[config.mk]
export PLATFORM = sky130hd
export DESIGN_NAME = qltu_ctrl
export DESIGN_NICKNAME = d
export VERILOG_FILES = /design/src/rtl/core/qltu_pkg.sv /design/src/rtl/core/qltu_ctrl.sv
export SDC_FILE = /design/constraint.sdc
export NUM_CORES = 1
export LEC_CHECK = 0
export ABC_CLOCK_PERIOD_IN_PS = 2100
export BUFFER_PORTS_ARGS = -buffer_cell sky130_fd_sc_hd__buf_2
export CAP_MARGIN = 0
export CORE_AREA = 3 3 40 42
export CTS_CLUSTER_SIZE = 30
export DETAILED_ROUTE_END_ITERATION = 8
export DIE_AREA = 0 0 43 45
export PLACE_DENSITY_LB_ADDON = 0.1
export REMOVE_ABC_BUFFERS = 1
export SETUP_SLACK_MARGIN = 0.05
export SLEW_MARGIN = 20
export SYNTH_ARGS = -nofsm -noshare
export SYNTH_HDL_FRONTEND = slang
export SYNTH_SLANG_ARGS = --single-unit
[constraint.sdc]
create_clock -name clock -period 2.1 [get_ports clock]
set_input_delay 0.315 -clock clock [delete_from_list [all_inputs] [get_ports clock]]
set_output_delay 0.315 -clock clock [all_outputs]
set_load 0.03 [all_outputs]
[src/rtl/core/qltu_pkg.sv]
// ----------------------------------------------------------------------------
// qltu_pkg: shared types and constants of the Q-learning table update
// Holds the field widths, the register indexes and reset values, the
// sequencer state type and the command group passed from controller to
// datapath.
// ----------------------------------------------------------------------------
`default_nettype none

package qltu_pkg;

   // Field widths fixed by the interface.
   localparam int STATE_W  = 6;
   localparam int ACT_IN_W = 2;
   localparam int VALUE_W  = 16;
   localparam int CSR_IDX_W = 2;
   localparam int CSR_DATA_W = 16;

   // Register indexes on the configuration port.
   localparam logic [CSR_IDX_W-1:0] CSR_LEARN_RATE = 2'd0;
   localparam logic [CSR_IDX_W-1:0] CSR_DISCOUNT   = 2'd1;

   // Register reset values, unsigned Q0.16.
   localparam logic [CSR_DATA_W-1:0] LEARN_RATE_RST = 16'd6554;
   localparam logic [CSR_DATA_W-1:0] DISCOUNT_RST   = 16'd62259;

   // Sequencer states, one-hot.
   typedef enum logic [5:0] {
      ST_IDLE     = 6'b000001,
      ST_MAX      = 6'b000010,
      ST_MUL_DISC = 6'b000100,
      ST_DELTA    = 6'b001000,
      ST_MUL_RATE = 6'b010000,
      ST_COMMIT   = 6'b100000
   } qltu_state_type;

   // Step commands from the controller to the datapath.
   typedef struct packed {
      logic load;
      logic find_max;
      logic mul_discount;
      logic form_delta;
      logic mul_rate;
      logic commit;
   } qltu_cmd_type;

endpackage

`default_nettype wire

[src/rtl/core/qltu_ctrl.sv]
// ----------------------------------------------------------------------------
// qltu_ctrl: sequencer of the Q-learning table update
// Walks one accepted beat through the datapath steps and owns the
// handshake state of both channels.
// ----------------------------------------------------------------------------
`default_nettype none

module qltu_ctrl (
   input  wire logic                  clock,
   input  wire logic                  reset,
   input  wire logic                  req_valid,
   output logic                       req_ready,
   output logic                       rsp_valid,
   input  wire logic                  rsp_ready,
   output qltu_pkg::qltu_cmd_type     cmd
);
   import qltu_pkg::*;

   qltu_state_type state_ff, state_in;
   logic           rsp_valid_ff, rsp_valid_in;
   logic           accept;
   logic           commit;

   assign accept = (state_ff == ST_IDLE) && req_valid;
   // The result can be written once the output register is free or being emptied.
   assign commit = (state_ff == ST_COMMIT) && (!rsp_valid_ff || rsp_ready);

   always_comb begin
      state_in = state_ff;
      case (state_ff)
         ST_IDLE: begin
            if (accept) state_in = ST_MAX;
         end
         ST_MAX:      state_in = ST_MUL_DISC;
         ST_MUL_DISC: state_in = ST_DELTA;
         ST_DELTA:    state_in = ST_MUL_RATE;
         ST_MUL_RATE: state_in = ST_COMMIT;
         ST_COMMIT: begin
            if (commit) state_in = ST_IDLE;
         end
         default:     state_in = ST_IDLE;
      endcase
   end

   always_comb begin
      if (commit) begin
         rsp_valid_in = 1'b1;
      end else if (rsp_ready) begin
         rsp_valid_in = 1'b0;
      end else begin
         rsp_valid_in = rsp_valid_ff;
      end
   end

   always_ff @(posedge clock) begin
      if (reset) begin
         state_ff     <= ST_IDLE;
         rsp_valid_ff <= 1'b0;
      end else begin
         state_ff     <= state_in;
         rsp_valid_ff <= rsp_valid_in;
      end
   end

   assign req_ready = (state_ff == ST_IDLE);
   assign rsp_valid = rsp_valid_ff;

   assign cmd.load         = accept;
   assign cmd.find_max     = (state_ff == ST_MAX);
   assign cmd.mul_discount = (state_ff == ST_MUL_DISC);
   assign cmd.form_delta   = (state_ff == ST_DELTA);
   assign cmd.mul_rate     = (state_ff == ST_MUL_RATE);
   assign cmd.commit       = commit;

endmodule

`default_nettype wire

Yosys cells after proc, flatten, opt, wreduce, memory -nomap -nowiden
Index checks and enable logic that the tools add are counted.
Widths: inputs -> output; s select.
{ "totals": {"reg_bits": 7, "out_inout_bits": 8, "wordCells": 21} }
{ "op_classes": {"n_eq_ne": 8, "mux": 5, "reduce_logical": 6} }
{ "op_table": {"columns": ["operator", "count"], "rows": [
  ["$pmux 6 s6", 1],
  ["$mux 6", 2],
  ["$eq 6x1->1 const B", 1],
  ["$eq 6x2->1 const B", 1],
  ["$eq 6x3->1 const B", 1],
  ["$eq 6x4->1 const B", 1],
  ["$eq 6x5->1 const B", 1],
  ["$eq 6x6->1 const B", 1],
  ["$logic_and 1x1->1", 2],
  ["$mux 1", 2],
  ["$ne 2x1->1 const B", 1],
  ["$ne 2x2->1 const B", 1],
  ["$reduce_and 2->1", 1],
  ["$reduce_bool 2->1", 1],
  ["$logic_not 1->1", 1],
  ["$logic_or 1x1->1", 1]
]} }

Longest topological paths before layout
{ "depth": {"ltp_word": 5, "mapped_depth": 5} }

Worst setup path before layout
Ideal clock, no wire load.
{ "synth_path": {"kind": "flip-flop to output port", "startpoint": "register state_ff[2]", "endpoint": "output cmd[5] (netlist name)", "t_arrival_ns": 1.765, "path_slack_ns": 0.020, "stages_incl_launch_ff": 6, "n_path_buf": 2, "cell_sequence": "dfxtp_1 > or4_1 > buf_2 > nor2_1 > and2_1 > buf_4"} }
{ "synth_between": {"elab_chain_len": 2} }
{ "synth_lines": {"columns": ["element", "line_no", "rtl"], "rows": [
  ["start, declared", "qltu_ctrl.sv:19", "qltu_state_type state_ff, state_in;"],
  ["start signal, assigned", "qltu_ctrl.sv:60", "state_ff <= state_in;"],
  ["$eq 6x1->1", null, null],
  ["net req_ready", "qltu_ctrl.sv:12", "output logic req_ready,"],
  ["$logic_and 1x1->1", "qltu_ctrl.sv:24", "assign accept = (state_ff == ST_IDLE) && req_valid;"],
  ["end, declared", "qltu_ctrl.sv:15", "output qltu_pkg::qltu_cmd_type cmd"]
]} }
The timed path passes the listed nets, and every way through them passes these cells.

==> metrics <==
Tot GR Track Use=10.51%; total congestion overflow=0; Starting Density=29.99%; Port Buf Inserts=11; initial antenna violation count=0; CP Launch Type=flop; H-tree Lvls=1; most frequent cells in the layout=buf_2 (8), nand2b_1 (5), buf_4 (5), dfxtp_1 (5), nor3_1 (4); post-placement setup slack=0.1852 ns; FFs w/ async S/R, synth=0%; worst r2r src=state_ff[2]$_SDFFE_PP0P_; slew at the pin with the worst max-slew slack=0.2979 ns; syn avg cell area=8.962 um2; FMAX=480.1 MHz; CP endpoint kind=output pin; LEAKAGE=0.0002144 uW; Setup TNS=0 ns; Die Area=0.001935 mm2; worst reg2reg path depth=4; unrepaired setup endpoints after global routing=yes; Post-synth top flop=dfxtp_1; #FFs+latches synth=7; commonest non-fill, non-tap cell in the layout=buf_2; CP max stage delay=0.51 ns; relative slew slack=79.89%; Max clock buf depth=2; number of synthesized flops with an enable pin=0; Root Driver=clkbuf_4; worst skew pair latency=0.26 ns; setup violators final=0; number of max-cap violations=0; Post-Synthesis Cells=43; PD cells=768.9 mW/mm2; Hold Path Class=in2reg; crit path capture=cmd[0]; Worst Path Max Fanout=7; clk slew on worst S/H paths=0.06 ns; crit-path cells=or4_4 -> or3b_4 -> nor2b_4 -> buf_6; Nets=63; largest net degree at the start of global routing=8; max-slew violation count=0; hold_ws=0.3042 ns; antenna-violating nets left=0; gpl congestion=0.6854; Fin Clk Skew=0.009312 ns; Worst Path Required=1.78 ns; CORE AREA=0.001285 mm2; WL per Instance=11.32 um; Worst Path Arrival=1.77 ns; crit path max-delay cell type=or4_4; final core occ=40.70%; # clock sinks=7; Filler cells=133; Yosys warning total=0; row count=13; # diodes=0; vias per inst=4.959; internal reg-to-reg setup slack=0.52 ns; Period Utilization, post-route=99.18%; final hold vios=0; drc violations=0; WS Path Type=reg2out; CTS Hold Bufs=0; Syn Std Cell Area=385.4 um2; via count=362; global-route wire length before repair=1435 um; P&R area growth vs syn=35.71%; Inserted Clock Buffers=3; Die X-Extent=43 um; drt first-iter violations=6; CTS tree=done; drt pass-1 iters=4; Total Wirelength=826 um; Peak VDD IR=0.2676 mV; layout cells sized above 1=50.00%; Tmin final=2.083 ns; Die Ht=45 um; top-level port count=12; vias in the first global route=355; final setup margin=0.01721 ns; Distinct cells, synth=22; register area share after synthesis=36.36%; run status=finished clean; Worst R2R End=rsp_valid$_SDFFE_PP0P_; CP Launch Point=state_ff[2]$_SDFFE_PP0P_
-- per-layer routing --
layer	vias to the layer above	global-route usage, %	routed length, um
met2	14	14.67	353
met4	0	10.84	27
met1	160	11.38	375
met5	-	0	0
li1	184	-	-
met3	4	4.781	69
-- layout make-up --
cell class	instances	area, um2	share of cell area (%)
multi-input cells	33	244.0	46.65
flip-flops and latches	7	145.1	27.75
clock buffers	4	26.28	5.024
well taps	15	18.77	3.589
repair buffers	14	88.84	16.99
-- cells in the mapped netlist, types with 2 or more instances --
cell type / count / area share [%]
dfxtp_1: 7 / 36
or4b_2: 2 / 5.2
nor3_1: 5 / 6.5
nor2b_1: 2 / 3.2
nand2b_1: 5 / 8.1
buf_4: 2 / 3.9
nor2_1: 4 / 3.9
a21oi_1: 2 / 2.6
-- through the flow --
| step | cells | area (um2) | total power [uW] |
|---|---|---|---|
| 6_report | 73 | 523.0 | 402.2 |
| 5_1_grt | 73 | 523.0 | 429.1 |
| 4_1_cts | 73 | 506.7 | 402.9 |
| 3_5_place_dp | 67 | 446.7 | 266.3 |
| 3_3_place_gp | 67 | 446.7 | 264.8 |
| 2_1_floorplan | 40 | 365.4 | 234.4 |
-- state kept, by name, indices dropped and copies added (netlist names) --
signal     count
rsp_valid      1
state_ff       6
-- where the power goes --
group	leakage (uW)	internal, uW	switching (uW)
Combinational	0.000141	54.2	64.6
Sequential	0.0000582	143	15.4
Clock	0.0000150	72.7	51.9
Total	0.000214	270	132
-- critical path, delay by kind of cell (launching register included) --
kind / cells / cell delay, ns
DFF: 1 / 0.35
and+or+nand+nor: 3 / 1.03
buffers and inverters: 1 / 0.13
-- logic make-up (layout without fill, tap and decap cells) --
logic type,after synthesis,after routing,share of synthesized area [%]
buf+inv,3,18,5.192
simple gates,25,25,42.53
compound gates,7,7,13.64
flops,7,7,36.36
xor+xnor,1,1,2.273
-- how the worst min path moves through the flow --
stage,to,slack [ns],from,cells past startpoint
after floorplan,rsp_valid$_SDFFE_PP0P_,0.38,reset,1
after global placement,rsp_valid$_SDFFE_PP0P_,0.49,rsp_valid$_SDFFE_PP0P_,2
after detailed placement,rsp_valid$_SDFFE_PP0P_,0.50,rsp_valid$_SDFFE_PP0P_,2
after CTS,rsp_valid$_SDFFE_PP0P_,0.30,reset,2
after global routing,rsp_valid$_SDFFE_PP0P_,0.30,reset,2
final,rsp_valid$_SDFFE_PP0P_,0.30,reset,2
-- what timing repair did --
action / CTS / global route
setup endpoints to repair: 3 / 2
resized for setup: 7 / 6
setup buffers: 2 / 0
pin swaps: 1 / 0
cloned: 0 / 0
No activity file was read; power rests on OpenSTA's default activity.
